$ cat src/design/syrpn_pkg.sv
package syrpn_pkg;

  // token kinds
  localparam logic [3:0] K_NUMBER  = 4'd0;
  localparam logic [3:0] K_STRING  = 4'd1;
  localparam logic [3:0] K_LOOKUP  = 4'd2;
  localparam logic [3:0] K_FSTART  = 4'd3;
  localparam logic [3:0] K_ISTART  = 4'd4;
  localparam logic [3:0] K_ASTART  = 4'd5;
  localparam logic [3:0] K_ARGEND  = 4'd6;
  localparam logic [3:0] K_ELEMEND = 4'd7;
  localparam logic [3:0] K_FEND    = 4'd8;
  localparam logic [3:0] K_AEND    = 4'd9;
  localparam logic [3:0] K_IEND    = 4'd10;
  localparam logic [3:0] K_OPER    = 4'd11;

  // result status
  localparam logic [3:0] ST_OK        = 4'd0;
  localparam logic [3:0] ST_COMMA     = 4'd1;
  localparam logic [3:0] ST_PAREN     = 4'd2;
  localparam logic [3:0] ST_FEND      = 4'd3;
  localparam logic [3:0] ST_AEND      = 4'd4;
  localparam logic [3:0] ST_IEND      = 4'd5;
  localparam logic [3:0] ST_EXP_OPER  = 4'd6;
  localparam logic [3:0] ST_EXTRA_PAR = 4'd7;
  localparam logic [3:0] ST_OVERFLOW  = 4'd8;

  // config register indexes
  localparam logic CFG_OPEN_PAREN  = 1'b0;
  localparam logic CFG_CLOSE_PAREN = 1'b1;

  typedef struct packed {
    logic [3:0]  kind;
    logic [7:0]  op;
    logic [7:0]  prec;
    logic [15:0] tag;
  } entry_t;

  typedef enum logic [2:0] {
    S_IDLE,
    S_READ,
    S_EVAL,
    S_PUSH,
    S_FIN
  } state_t;

  typedef enum logic [1:0] {
    M_FLUSH,
    M_POPTO,
    M_CLOSE,
    M_OPER
  } mode_t;

  typedef enum logic [2:0] {
    A_EMIT,
    A_EMIT_PUSH,
    A_PUSH,
    A_FIN,
    A_DROP,
    A_ERR
  } act_t;

endpackage

$ cat src/design/syrpn_ram.sv
module syrpn_ram #(
  parameter int WIDTH = 36,
  parameter int DEPTH = 32,
  localparam int AW = (DEPTH > 1) ? $clog2(DEPTH) : 1
) (
  input  logic             clk,
  input  logic             we,
  input  logic [AW-1:0]    waddr,
  input  logic [WIDTH-1:0] wdata,
  input  logic             re,
  input  logic [AW-1:0]    raddr,
  output logic [WIDTH-1:0] rdata
);

  logic [WIDTH-1:0] mem [DEPTH];

  always_ff @(posedge clk) begin
    if (we) begin
      mem[waddr] <= wdata;
    end
    if (re) begin
      rdata <= mem[raddr];
    end
  end

endmodule

$ cat src/design/shunting_yard_rpn_converter_unit.sv
// Channel   Dir  Handshake            Payload
// in        in   in_valid/in_ready    func token_kind operator_code precedence right_assoc token_tag
// out       out  out_valid/out_ready  has_token out_tag out_kind out_operator status last
// cfg       in   cfg_write            cfg_index cfg_data (no wait, no read-back)
//
// Operand: accept, then finish. Push: accept, push, finish. Closers, operators and flush:
// read and evaluate each stack entry visited, then finish, with a further read when the
// stack is found empty; an operator adds a push step; an error after a token adds a result.
// The pop loop is bound by the single registered read port of the stack RAM.
// Reset clears the stack count and sets the config to open code 0, close code 1; the stack RAM is not cleared.
// A stalled output holds the sequencer only where it must emit; in_ready is high only when idle.
module shunting_yard_rpn_converter_unit #(
  parameter int STACK_DEPTH = 32
) (
  input  logic        clk,
  input  logic        rst,
  input  logic        cfg_write,
  input  logic        cfg_index,
  input  logic [7:0]  cfg_data,
  input  logic        in_valid,
  output logic        in_ready,
  input  logic        func,
  input  logic [3:0]  token_kind,
  input  logic [7:0]  operator_code,
  input  logic [7:0]  precedence,
  input  logic        right_assoc,
  input  logic [15:0] token_tag,
  output logic        out_valid,
  input  logic        out_ready,
  output logic        has_token,
  output logic [15:0] out_tag,
  output logic [3:0]  out_kind,
  output logic [7:0]  out_operator,
  output logic [3:0]  status,
  output logic        last
);
  import syrpn_pkg::*;

  localparam int CW = $clog2(STACK_DEPTH + 1);
  localparam int AW = (STACK_DEPTH > 1) ? $clog2(STACK_DEPTH) : 1;
  localparam int EW = $bits(entry_t);

  state_t      state, state_next;
  mode_t       mode, mode_next;
  logic [3:0]  stop_kind, stop_kind_next;
  logic [3:0]  empty_err, empty_err_next;
  logic [3:0]  fin_status, fin_status_next;
  logic [CW-1:0] cnt, cnt_next;
  logic        pend_valid, pend_valid_next;
  entry_t      pend, pend_next;
  entry_t      tok, tok_next;
  logic        tok_rassoc, tok_rassoc_next;
  logic [7:0]  open_code, close_code;

  logic        out_valid_next, has_token_next, last_next;
  logic [15:0] out_tag_next;
  logic [3:0]  out_kind_next, status_next;
  logic [7:0]  out_operator_next;

  logic          ram_we, ram_re;
  logic [EW-1:0] ram_rdata;
  entry_t        top;
  logic [CW-1:0] cnt_m1;
  logic          out_free, full, top_open, pop_it;
  act_t          act;
  logic [3:0]    act_err;

  assign cnt_m1   = cnt - CW'(1);
  assign full     = (cnt == CW'(STACK_DEPTH));
  assign out_free = !out_valid || out_ready;
  assign in_ready = (state == S_IDLE);
  assign top      = entry_t'(ram_rdata);
  assign top_open = (top.kind == K_OPER) && (top.op == open_code);
  // precedence compare: incoming precedence against the entry on top
  assign pop_it   = tok_rassoc ? (tok.prec < top.prec) : (tok.prec <= top.prec);

  syrpn_ram #(
    .WIDTH(EW),
    .DEPTH(STACK_DEPTH)
  ) u_stack (
    .clk  (clk),
    .we   (ram_we),
    .waddr(cnt[AW-1:0]),
    .wdata(tok),
    .re   (ram_re),
    .raddr(cnt_m1[AW-1:0]),
    .rdata(ram_rdata)
  );

  // what to do with the entry on top
  always_comb begin
    act     = A_EMIT;
    act_err = ST_OK;
    unique case (mode)
      M_FLUSH: begin
        if (top.kind == K_OPER && (top.op == open_code || top.op == close_code)) begin
          act     = A_ERR;
          act_err = ST_EXTRA_PAR;
        end
      end
      M_POPTO: begin
        if (top.kind == stop_kind) act = A_FIN;
      end
      M_CLOSE: begin
        if (top_open) act = A_DROP;
      end
      M_OPER: begin
        if (top.kind == K_LOOKUP) begin
          act = A_EMIT_PUSH;
        end else if (top.kind == K_FSTART || top.kind == K_ISTART ||
                     top.kind == K_ASTART || top_open) begin
          act = A_PUSH;
        end else if (tok.kind != K_OPER || top.kind != K_OPER) begin
          act     = A_ERR;
          act_err = ST_EXP_OPER;
        end else if (!pop_it) begin
          act = A_PUSH;
        end
      end
      default: act = A_EMIT;
    endcase
  end

  always_comb begin
    state_next        = state;
    mode_next         = mode;
    stop_kind_next    = stop_kind;
    empty_err_next    = empty_err;
    fin_status_next   = fin_status;
    cnt_next          = cnt;
    pend_valid_next   = pend_valid;
    pend_next         = pend;
    tok_next          = tok;
    tok_rassoc_next   = tok_rassoc;
    out_valid_next    = out_valid && !out_ready;
    has_token_next    = has_token;
    out_tag_next      = out_tag;
    out_kind_next     = out_kind;
    out_operator_next = out_operator;
    status_next       = status;
    last_next         = last;
    ram_we            = 1'b0;
    ram_re            = 1'b0;

    unique case (state)
      S_IDLE: begin
        if (in_valid) begin
          tok_next.kind   = token_kind;
          tok_next.op     = operator_code;
          tok_next.prec   = precedence;
          tok_next.tag    = token_tag;
          tok_rassoc_next = right_assoc;
          fin_status_next = ST_OK;
          mode_next       = M_OPER;
          state_next      = S_READ;
          if (func) begin
            mode_next = M_FLUSH;
          end else begin
            case (token_kind) inside
              K_NUMBER, K_STRING: begin
                pend_next.kind  = token_kind;
                pend_next.op    = operator_code;
                pend_next.prec  = precedence;
                pend_next.tag   = token_tag;
                pend_valid_next = 1'b1;
                state_next      = S_FIN;
              end
              K_LOOKUP, K_FSTART, K_ISTART, K_ASTART: state_next = S_PUSH;
              K_ARGEND: begin
                mode_next      = M_POPTO;
                stop_kind_next = K_FSTART;
                empty_err_next = ST_COMMA;
              end
              K_ELEMEND: begin
                mode_next      = M_POPTO;
                stop_kind_next = K_ASTART;
                empty_err_next = ST_COMMA;
              end
              K_FEND: begin
                mode_next      = M_POPTO;
                stop_kind_next = K_FSTART;
                empty_err_next = ST_FEND;
              end
              K_AEND: begin
                mode_next      = M_POPTO;
                stop_kind_next = K_ASTART;
                empty_err_next = ST_AEND;
              end
              K_IEND: begin
                mode_next      = M_POPTO;
                stop_kind_next = K_ISTART;
                empty_err_next = ST_IEND;
              end
              K_OPER: begin
                // open wins when both codes match
                if (operator_code == open_code) begin
                  state_next = S_PUSH;
                end else if (operator_code == close_code) begin
                  mode_next      = M_CLOSE;
                  empty_err_next = ST_PAREN;
                end
              end
              default: mode_next = M_OPER;
            endcase
          end
        end
      end

      S_READ: begin
        if (cnt == '0) begin
          unique case (mode)
            M_FLUSH: state_next = S_FIN;
            M_OPER:  state_next = S_PUSH;
            default: begin
              fin_status_next = empty_err;
              state_next      = S_FIN;
            end
          endcase
        end else begin
          ram_re     = 1'b1;
          state_next = S_EVAL;
        end
      end

      S_EVAL: begin
        unique case (act)
          A_EMIT, A_EMIT_PUSH: begin
            if (!pend_valid || out_free) begin
              if (pend_valid) begin
                out_valid_next    = 1'b1;
                has_token_next    = 1'b1;
                out_tag_next      = pend.tag;
                out_kind_next     = pend.kind;
                out_operator_next = pend.op;
                status_next       = ST_OK;
                last_next         = 1'b0;
              end
              pend_next       = top;
              pend_valid_next = 1'b1;
              cnt_next        = cnt_m1;
              state_next      = (act == A_EMIT) ? S_READ : S_PUSH;
            end
          end
          A_PUSH: state_next = S_PUSH;
          A_FIN:  state_next = S_FIN;
          A_DROP: begin
            cnt_next   = cnt_m1;
            state_next = S_FIN;
          end
          A_ERR: begin
            cnt_next        = '0;
            fin_status_next = act_err;
            state_next      = S_FIN;
          end
          default: state_next = S_FIN;
        endcase
      end

      S_PUSH: begin
        if (full) begin
          cnt_next        = '0;
          fin_status_next = ST_OVERFLOW;
        end else begin
          ram_we   = 1'b1;
          cnt_next = cnt + CW'(1);
        end
        state_next = S_FIN;
      end

      S_FIN: begin
        if (out_free) begin
          out_valid_next = 1'b1;
          if (pend_valid) begin
            // held token goes out; an error result follows it if any
            has_token_next    = 1'b1;
            out_tag_next      = pend.tag;
            out_kind_next     = pend.kind;
            out_operator_next = pend.op;
            status_next       = ST_OK;
            last_next         = (fin_status == ST_OK);
            pend_valid_next   = 1'b0;
            state_next        = (fin_status == ST_OK) ? S_IDLE : S_FIN;
          end else begin
            has_token_next    = 1'b0;
            out_tag_next      = '0;
            out_kind_next     = '0;
            out_operator_next = '0;
            status_next       = fin_status;
            last_next         = 1'b1;
            state_next        = S_IDLE;
          end
        end
      end

      default: state_next = S_IDLE;
    endcase
  end

  always_ff @(posedge clk) begin
    if (rst) begin
      state      <= S_IDLE;
      cnt        <= '0;
      pend_valid <= 1'b0;
      out_valid  <= 1'b0;
      open_code  <= 8'd0;
      close_code <= 8'd1;
    end else begin
      state      <= state_next;
      cnt        <= cnt_next;
      pend_valid <= pend_valid_next;
      out_valid  <= out_valid_next;
      if (cfg_write) begin
        unique case (cfg_index)
          CFG_OPEN_PAREN:  open_code  <= cfg_data;
          CFG_CLOSE_PAREN: close_code <= cfg_data;
          default: ;
        endcase
      end
    end
  end

  always_ff @(posedge clk) begin
    mode         <= mode_next;
    stop_kind    <= stop_kind_next;
    empty_err    <= empty_err_next;
    fin_status   <= fin_status_next;
    pend         <= pend_next;
    tok          <= tok_next;
    tok_rassoc   <= tok_rassoc_next;
    has_token    <= has_token_next;
    out_tag      <= out_tag_next;
    out_kind     <= out_kind_next;
    out_operator <= out_operator_next;
    status       <= status_next;
    last         <= last_next;
  end

`ifndef SYNTHESIS
  a_cnt_bound: assert property (@(posedge clk) disable iff (rst)
    cnt <= CW'(STACK_DEPTH))
    else $error("stack count above depth");

  a_err_is_final: assert property (@(posedge clk) disable iff (rst)
    out_valid && status != ST_OK |-> !has_token && last)
    else $error("error result carries a token or is not final");

  // while idle the result register holds the final result of the last transaction
  a_err_empties: assert property (@(posedge clk) disable iff (rst)
    state == S_IDLE && out_valid && out_ready && status != ST_OK |-> cnt == '0)
    else $error("stack not empty after error");

  a_empty_fields: assert property (@(posedge clk) disable iff (rst)
    out_valid && !has_token |-> out_tag == '0 && out_kind == '0 && out_operator == '0)
    else $error("tokenless result has nonzero fields");

  a_pend_busy: assert property (@(posedge clk) disable iff (rst)
    pend_valid |-> state != S_IDLE)
    else $error("held token left behind at idle");
`endif

endmodule
$ cat config.mk
export PLATFORM = sky130hd
export DESIGN_NAME = shunting_yard_rpn_converter_unit
export DESIGN_NICKNAME = d
export VERILOG_FILES = /design/src/design/syrpn_pkg.sv /design/src/design/syrpn_ram.sv /design/src/design/shunting_yard_rpn_converter_unit.sv
export SDC_FILE = /design/constraint.sdc
export NUM_CORES = 1
export LEC_CHECK = 0
export BUFFER_PORTS_ARGS = -buffer_cell sky130_fd_sc_hd__buf_2
export CORE_ASPECT_RATIO = 1.25
export CORE_MARGIN = 5
export CORE_UTILIZATION = 56
export CTS_CLUSTER_DIAMETER = 200
export DETAILED_ROUTE_END_ITERATION = 8
export GPL_ROUTABILITY_DRIVEN = 0
export PLACE_DENSITY_LB_ADDON = 0.3
export RECOVER_POWER = 25
export SLEW_MARGIN = 0
export SYNTH_ARGS = -nofsm -noshare
export SYNTH_HDL_FRONTEND = slang
export SYNTH_SLANG_ARGS = --single-unit
$ cat constraint.sdc
create_clock -name clk -period 4.9 [get_ports clk]
set_clock_uncertainty 0.1 [all_clocks]
set_input_delay 0.49 -clock clk [delete_from_list [all_inputs] [get_ports clk]]
set_output_delay 0.49 -clock clk [all_outputs]
set_load 0.1 [all_outputs]
-- After elaboration in Yosys (flattened, before gate mapping)
Memory sizes are Yosys's and may differ from the RTL's. A register that Yosys moved wholly into a read port is not among the register bits.
Cells that the tools add are included.
- bits in registers: 139
- memory bits (writable): 1152
- output and inout port bits: 36
- logic and storage cells: 255
- memories: 1
- add/subtract/negate cells: 2
- magnitude comparators: 2
- equal/unequal tests: 49
- multiplexer cells: 124
- bitwise gates (word level): 4
- reduce and logical (&&, ||, !) cells: 46
- memories (memory ; words ; bits a word ; read ports ; clocked after memory_dff ; write ports ; RTL line ; source):
    u_stack.mem ; 32 ; 36 ; 1 ; 1 ; 1 ; syrpn_ram.sv:15 ; logic [WIDTH-1:0] mem [DEPTH];
- operator list (operator ; count):
    $mux W36 ; 5
    $mux W16 ; 5
    $mux W4 ; 20
    $pmux W36 S2 ; 1
    $mux W3 ; 22
    $mux W8 ; 5
    $mux W2 ; 19
    $eq A8 B8 Y1 ; 4
    $pmux W16 S2 ; 1
    $mux W1 ; 30
    $eq A4 B3 Y1 const B ; 6
    $pmux W4 S2 ; 3
    $eq A4 B4 Y1 const B ; 5
    $ne A2 B2 Y1 const B ; 9
    $pmux W6 S3 ; 1
    $reduce_and A6 Y1 ; 3
    $eq A4 B2 Y1 const B ; 4
    $pmux W4 S4 ; 1
    $pmux W8 S2 ; 1
    $pmux W3 S5 ; 1
    $mux W6 ; 2
    $pmux W3 S4 ; 1
    $pmux W6 S2 ; 1
    $reduce_bool A6 Y1 ; 2
    41 further kinds ; 75

-- Depth between registers and ports, before layout
Gate-level depths: netlist (run 1).
- word-level depth: 13
- depth in mapped cells: 13
- gate-level depth less buffers: 10

-- By module
Synthesis (run 1) repeated with hierarchy kept, for this count alone.
- cells, all modules: 3122
- area, all modules: 52400.3 um^2
- by module, submodules not included (module ; times used ; cells each ; area an instance (um^2) ; sequential area each (um^2)):
    syrpn_ram ; 1 ; 2536 ; 45930.3 ; 35674.2
    shunting_yard_rpn_converter_unit ; 1 ; 586 ; 6470.0 ; 3873.7

-- Worst setup path after synthesis (run 1)
OpenSTA, ideal clock, no wires.
- kind: flip-flop to flip-flop
- start point: reg tok[23] (netlist name)
- end point: reg has_token (enable)
- library setup time: 0.477 ns
- data arrival time: 4.649 ns
- required time: 4.323 ns
- slack: -0.327 ns
- cell stages (with the launch flop): 9
- period minus slack after synthesis: 5.227 ns
- path through: edfxtp_1 > ha_1 > nand4_1 > o311a_1 > o211ai_1 > a311oi_4 > o21ba_4 > nor2_1 > a211oi_1
- longest elaborated chain between the ends: 11
- ends and longest elaborated chain (element ; RTL line ; source):
    start: declaration ; shunting_yard_rpn_converter_unit.sv:51 ; entry_t tok, tok_next;
    start signal: assignment ; shunting_yard_rpn_converter_unit.sv:328 ; tok <= tok_next;
    $le A8 B8 Y1 or $lt A8 B8 Y1 (tied branches) ; shunting_yard_rpn_converter_unit.sv:75 ; assign pop_it = tok_rassoc ? (tok.prec < top.prec) : (tok.prec <= top.prec);
    $mux W1 (*) ; shunting_yard_rpn_converter_unit.sv:75 ;
    $mux W2 (*) ; shunting_yard_rpn_converter_unit.sv:116 ; end else if (!pop_it) begin
    $mux W3 (*) ; shunting_yard_rpn_converter_unit.sv:113 ; end else if (tok.kind != K_OPER || top.kind != K_OPER) begin
    $mux W3 (*) ; shunting_yard_rpn_converter_unit.sv:110 ; end else if (top.kind == K_FSTART || top.kind == K_ISTART ||
    $mux W3 (*) ; shunting_yard_rpn_converter_unit.sv:108 ; if (top.kind == K_LOOKUP) begin
    $pmux W3 S4 (*) ; shunting_yard_rpn_converter_unit.sv:94 ; unique case (mode)
    $eq A3 B1 Y1 or $logic_not A3 Y1 (tied branches) ; shunting_yard_rpn_converter_unit.sv:226 ; unique case (act)
    $reduce_or A2 Y1 (*) ; shunting_yard_rpn_converter_unit.sv:226 ;
    $ne A2 B2 Y1 (no source line) (*) ; -- ;
    $reduce_and A5 Y1 (no source line) (*) ; -- ;
    end signal: assignment ; shunting_yard_rpn_converter_unit.sv:330 ; has_token <= has_token_next;
    end: declaration ; shunting_yard_rpn_converter_unit.sv:30 ; output logic has_token,
Every way passes the cells marked *; elsewhere a longest branch is shown, timed or not.
A chain may end at the register's enable or synchronous reset.

-- Final worst setup path (run 1)
- start point: reg tok[34] (netlist name)
- end point: reg pend[5] (netlist name) (enable)
- longest elaborated chain between the ends: 10
- ends and longest elaborated chain (element ; RTL line ; source):
    $ne A4 B4 Y1 (*) ; shunting_yard_rpn_converter_unit.sv:113 ;
    $logic_or A1 B1 Y1 (*) ; shunting_yard_rpn_converter_unit.sv:113 ;
    $mux W3 (*) ; shunting_yard_rpn_converter_unit.sv:113 ;
    $mux W3 (*) ; shunting_yard_rpn_converter_unit.sv:110 ;
    $mux W3 (*) ; shunting_yard_rpn_converter_unit.sv:108 ;
    $pmux W3 S4 (*) ; shunting_yard_rpn_converter_unit.sv:94 ;
    $eq A3 B1 Y1 or $logic_not A3 Y1 (tied branches) ; shunting_yard_rpn_converter_unit.sv:226 ;
    $reduce_or A2 Y1 (*) ; shunting_yard_rpn_converter_unit.sv:226 ;
    $ne A2 B2 Y1 (no source line) (*) ; -- ;
    $reduce_and A6 Y1 (no source line) (*) ; -- ;
    end signal: assignment ; shunting_yard_rpn_converter_unit.sv:327 ; pend <= pend_next;
    end: declaration ; shunting_yard_rpn_converter_unit.sv:50 ; entry_t pend, pend_next;
Marked as above.

==> results of run 1 <==
worst max path at each step:
stage,start,endpoint,slack (ps),cells after the start
floorplan,state[1],mode[0],480,3
global placement,tok[21],pend[5],950,11
detailed placement,tok[21],pend[5],870,11
CTS,tok[21],pend[11],860,11
global route,tok[34],pend[13],380,10
finish,tok[34],pend[5],530,10
repair_timing:
item,4_1_cts,5_1_grt
setup endpoints to repair,0,0
endpoints found under the hold margin,51,0
hold buffers,41,0
where the power goes:
| group | internal, mW | leakage (nW) | switching, mW |
|---|---|---|---|
| sequential | 13.4 | 11.9 | 0.500 |
| clock | 5.12 | 1.85 | 4.03 |
| combinational | 2.63 | 4.10 | 3.31 |
cell usage after synthesis (20+ instances only):
cell type	n
a21oi_1	27
buf_1	20
clkbuf_1	88
dfxtp_1	27
edfxtp_1	1299
inv_1	22
mux2_2	36
mux4_2	360
nand2_1	115
nor2_1	69
nor2b_1	31
xor2_1	25
per-layer routing:
metal  share of wire, %  routed length, µm
met1                 37              44630
met4                1.9               2355
met2                 50              60830
met3                 11              13560
met5              0.022                 27
final cells by class:
cell class              instances  area, µm²  area share (%)
well taps                    1197       1498           2.575
clock buffers                 137       3067           5.272
repair buffers                202       1644           2.827
multi-input cells             849      11560           19.87
inverters                      22      82.58          0.1420
diodes                          1      2.502        0.004302
flip-flops and latches       1326      39550           68.00
clock inverters                87      762.0           1.310
metrics by stage:
stage / instances / hold WS (ps)
global placement: 3555 / 395.7
CTS: 3820 / 9.386
floorplan: 2307 / 372.0
global route: 3820 / 45.24
finish: 3821 / 57.49
detailed placement: 3555 / 395.7
cell families after synthesis:
family          after synthesis
xor+xnor                     41
compound gates               88
flops                      1326
buf+inv                     132
fa+ha+maj                    17
mux                         406
simple gates                297
worst max-delay path: cells and delay by family (launching register included):
kind | cells | cell delay, ps
muxes | 1 | 80
buffers and inverters | 3 | 1480
and+or+nand+nor | 2 | 960
DFF | 1 | 320
AOI/OAI and AO/OA | 4 | 1120
state kept, by name, indices dropped and copies added (netlist names), 2 cells and up:
signal	flops
stop_kind	3
pend	28
out_kind	4
empty_err	3
out_tag	16
tok	36
mode	2
u_stack.mem	1152
out_operator	8
cnt	6
state	3
close_code	8
fin_status	4
status	4
open_code	8
u_stack.rdata	36
==> impl_metrics.ini, run 1 <==
[sta]
finalHoldViolations = 0
slew_viol_final = 0
post-route-min-period_ps = 4373
tightest_slew_ps = 1429
tns_ps = 0
clock.fmax_ghz = 0.2287
relSlewSlack_pct = 4.723
finalSetupViolations = 0
rsz0062_at_grt = false
setup_ws_ps = 526.6
period_share_pct = 89.25

[setup_path]
setup.worst_path.start_class = flip-flop
crit_type = reg2reg
required_ps = 5190
crit_path_max_fanout = 33
crit_arrival_ps = 4670
r2r_start = tok[34]
critPathSlowestCell = clkbuf_1
end_kind = flip-flop
reg2reg_slack_ps = 530
slowest_delay_ps = 870
worstPathCellList = clkbuf_1, and4b_1, o311a_1, o211ai_1, a311oi_4, o21ba_4, mux2i_1, or4_1, inv_1, buf_12
r2r_cells = 10
r2r-end = pend[5]

[placement]
place.port_buffers = 87
place_ws_ps = 871.3
dp_hpwl_um = 66750
place_area_um2 = 54010

[worst_hold_path]
hold_depth = 3
whs_endpoint = close_code[1]
hold_class = in2reg
worstHoldStart = cfg_write

[layout]
fin_area_um2 = 58170
final_common_cell = edfxtp_1
utilization_pct = 63.76
area_delta_synth_final_pct = 13.41
layout_common_cells = edfxtp_1, mux4_2, clkbuf_16
fill_cells = 5797
final_nets = 2589
drive_above_1_share_pct = 27.87

[die]
rows = 124
start_util_pct = 56.22
core_area_um2 = 91230
ioPinCount = 88
die_x_um = 280.7
dieArea_um2 = 97780
die_h_um = 348.4

[clocking]
numCtsBuffers = 119
path_clk_slew_ps = 60
cts_max_level = 3
insertion_delay_ps = 690
cts-root-buf = clkbuf_16
ctsLongestPathBuffers = 3
cts_setup_buffers = 0
tritoncts = built
cts.sinks = 1326
post_cts_resized = 0

[synth]
synthAdderAreaFrac_pct = 0.4147
syn_avg_cell_area_um2 = 22.23
synthXorXnorAreaFrac_pct = 0.7001
synth-simple-area-share_pct = 2.805
netlist_area_um2 = 51290
synth_cells = 2307
syn_nets = 2376
ys_top_cells_by_area = edfxtp_1, mux4_2, dfxtp_1, nand2_1, mux2_2
yosysTopAreaCell = edfxtp_1
async_flop_share_pct = 0
synth_top_family_by_area = multiplexers
ys_warn_count = 0
synth_seq_area_share_pct = 77.11
synth_mux_area_share_pct = 16.79
yosys.cell_types.count = 64
netlist.area_leader.share_pct = 76.05
ys.flop_type = edfxtp_1
synth_compound_area_share_pct = 1.195
synth_seq_cells = 1326
synth_edf_count = 1299

[route]
drc_errors = 0
vias = 24862
viasPerCell = 6.507
drt_pre_antenna_iters = 6
routed_wl_um = 121400
routedWlPerCell_um = 31.77
drt_first_iter_violations = 3249
detail-route-antenna-nets = 0

[global_route]
grt_max_degree = 124
grt_util_met3_pct = 6.603
grt_pass1_vias = 25219
grt_usage_pct = 25.02
antenna_found_initial = 5
grt_pass1_wl_um = 176700
grt_use_met1_pct = 34.91
top_usage_layer = met2
grt_util_met2_pct = 40.84
grt-ovfl-total = 0

[pwr]
vdd_drop_max_mv = 0.3906
power_leakage_nw = 17.89
power.density_nw_per_um2 = 498.5
total_power_mw = 29.00

[outcome]
outcome = finished clean

[flow_run]
drv_cap = 0
(Power assumes the default switching activity.)
==> inputs of run 2 (changes only) <==
Settings changed: PLACE_DENSITY set to 0.75, PLACE_DENSITY_LB_ADDON 0.3 to not set, RECOVER_POWER 25 to 50.
==> run 2 against run 1 <==
- the run now ends with capacitance limit, slew limit left
- final cell count is 0.29% lower
- count of clock-buffer cells in the layout increased by 2
- non-clock buffer count shrank 1
- power shrank 0.66%
- largest power group unchanged
==> impl_metrics.ini, run 2 (synthesis results as in run 1) <==
[clocking]
cts.sinks = 1326
ctsLongestPathBuffers = 3
cts-root-buf = clkbuf_16
post_cts_resized = 0
insertion_delay_ps = 710
path_clk_slew_ps = 70
cts_setup_buffers = 0
tritoncts = built
cts_max_level = 3
numCtsBuffers = 116

[route]
routedWlPerCell_um = 32.11
viasPerCell = 6.576
routed_wl_um = 122400
drc_errors = 0
drt_first_iter_violations = 3414
drt_pre_antenna_iters = 5
vias = 25055
detail-route-antenna-nets = 0

[layout]
num_antenna_cells = 0
fill_cells = 5812
area_delta_synth_final_pct = 12.84
top_register = u_stack.mem
layout_common_cells = edfxtp_1, mux4_2, clkbuf_16
reg_top3 = u_stack.mem: 1152 flops, tok: 36 flops, u_stack.rdata: 36 flops
largest_reg_flops = 1152
final_common_cell = edfxtp_1
final_nets = 2585
drive_above_1_share_pct = 26.29

[sta]
relSlewSlack_pct = -48.17
finalSetupViolations = 0
finalHoldViolations = 0
post-route-min-period_ps = 4330
clock.fmax_ghz = 0.2310
tightest_slew_ps = 2221
tns_ps = 0
rsz0062_at_grt = false
setup_ws_ps = 570.1
slew_viol_final = 52
period_share_pct = 88.37

[setup_path]
setup.worst_path.start_class = flip-flop
crit_type = reg2reg
crit_family = compound AO/OA/AOI/OAI gates
slowest_delay_ps = 870
crit_arrival_ps = 4850
cp.depth = 9
critPathSlowestCell = clkbuf_1
worstPathCellList = clkbuf_1, and4b_1, o311a_1, o211ai_1, a311oi_4, o21ba_4, a221o_1, or4b_1, a31oi_1
cp_num_buf_inv = 1
r2r_cells = 9
required_ps = 5420
crit_path_max_fanout = 33
end_kind = flip-flop

[die]
dieArea_um2 = 97780
start_util_pct = 56.22
die_x_um = 280.7
rows = 124
core_area_um2 = 91230
ioPinCount = 88
die_h_um = 348.4

[outcome]
violations = capacitance limit, slew limit
outcome = finished with violations

[global_route]
grt_util_met2_pct = 42.24
grt_max_degree = 121
grt-ovfl-total = 0
grt_usage_pct = 25.16
grt_pass1_wl_um = 177700
antenna_found_initial = 3
grt_util_met3_pct = 4.348
top_usage_layer = met2
grt_pass1_vias = 25640
grt_use_met1_pct = 35.03

[pwr]
seq_power_share_pct = 48.3
power_frac_comb_pct = 20.5
swShare_pct = 27.06
power.switching_mw = 7.794
p_int_mw = 21.01
power.density_nw_per_um2 = 497.7
vdd_drop_max_mv = 0.4990
clkPwrFrac_pct = 31.2
power_leakage_nw = 17.72

[placement]
place_ws_ps = 693.2
dp_hpwl_um = 63150
place.port_buffers = 87

[worst_hold_path]
hold_depth = 3
hold_class = in2reg

[flow_run]
drv_cap = 2
run 2: cell count changes in the layout (fill, tap and decap cells not counted), moves of 3 or more:
cell,change
and2_0,+5
and2_1,-4
buf_12,-8
buf_2,-36
buf_4,+5
clkbuf_1,+42
clkinv_1,-11
clkinv_2,+4
clkinvlp_4,-6
inv_6,+3
run 2: worst paths after layout:
kind,startpoint,to,slack [ps]
worst max-delay path,tok[33],cnt[5],570
worst max register to register,tok[33],cnt[5],570
worst min-delay path,cfg_write,close_code[3],60
worst min register to register,close_code[2],close_code[2],410
run 2: power by group through the flow:
stage | sequential [mW] | clock, mW | combinational, mW
floorplan | 14.2 | 0 | 3.86
global placement | 14.1 | 0 | 5.82
detailed placement | 14.1 | 0 | 5.89
CTS | 13.9 | 9.10 | 5.98
global route | 14.0 | 9.61 | 6.22
finish | 13.9 | 8.99 | 5.91
run 2: area by class of cell:
type | instances | area, µm² | share of cell area [%]
clock inverters | 76 | 689.4 | 1.191
inverters | 22 | 82.58 | 0.1427
clock buffers | 139 | 3032 | 5.238
well taps | 1197 | 1498 | 2.588
repair buffers | 201 | 1484 | 2.564
flip-flops and latches | 1326 | 39550 | 68.34
multi-input cells | 849 | 11540 | 19.94
run 2: through the flow:
step / power (mW) / hold WS [ps] / util (%) / cell area, µm² / instances
after floorplan: 18.06 / 372.0 / - / 51290 / 2307
after global placement: 19.89 / 392.5 / 59.08 / 53900 / 3554
after detailed placement: 20.02 / 402.0 / 59.08 / 53900 / 3554
after CTS: 28.97 / 12.16 / 63.61 / 58030 / 3810
after global routing: 29.79 / 59.71 / 63.44 / 57880 / 3810
final: 28.81 / 59.38 / 63.44 / 57880 / 3810
run 2: routing by layer:
layer  vias to the layer above  wire (µm)
met3                       216      11830
li1                      10036          -
met1                     13173      44930
met4                         0       3242
met2                      1630      62350
met5                         -          0
run 2: worst min-delay path, stage by stage:
cell and delay [ps]:
buf_2 160, nand3_1 100, a21oi_1 50
run 2: repair_timing:
action,in CTS,in global routing
hold endpoints to repair,58,0
hold buffers,41,0
endpoints found under the setup margin,0,0
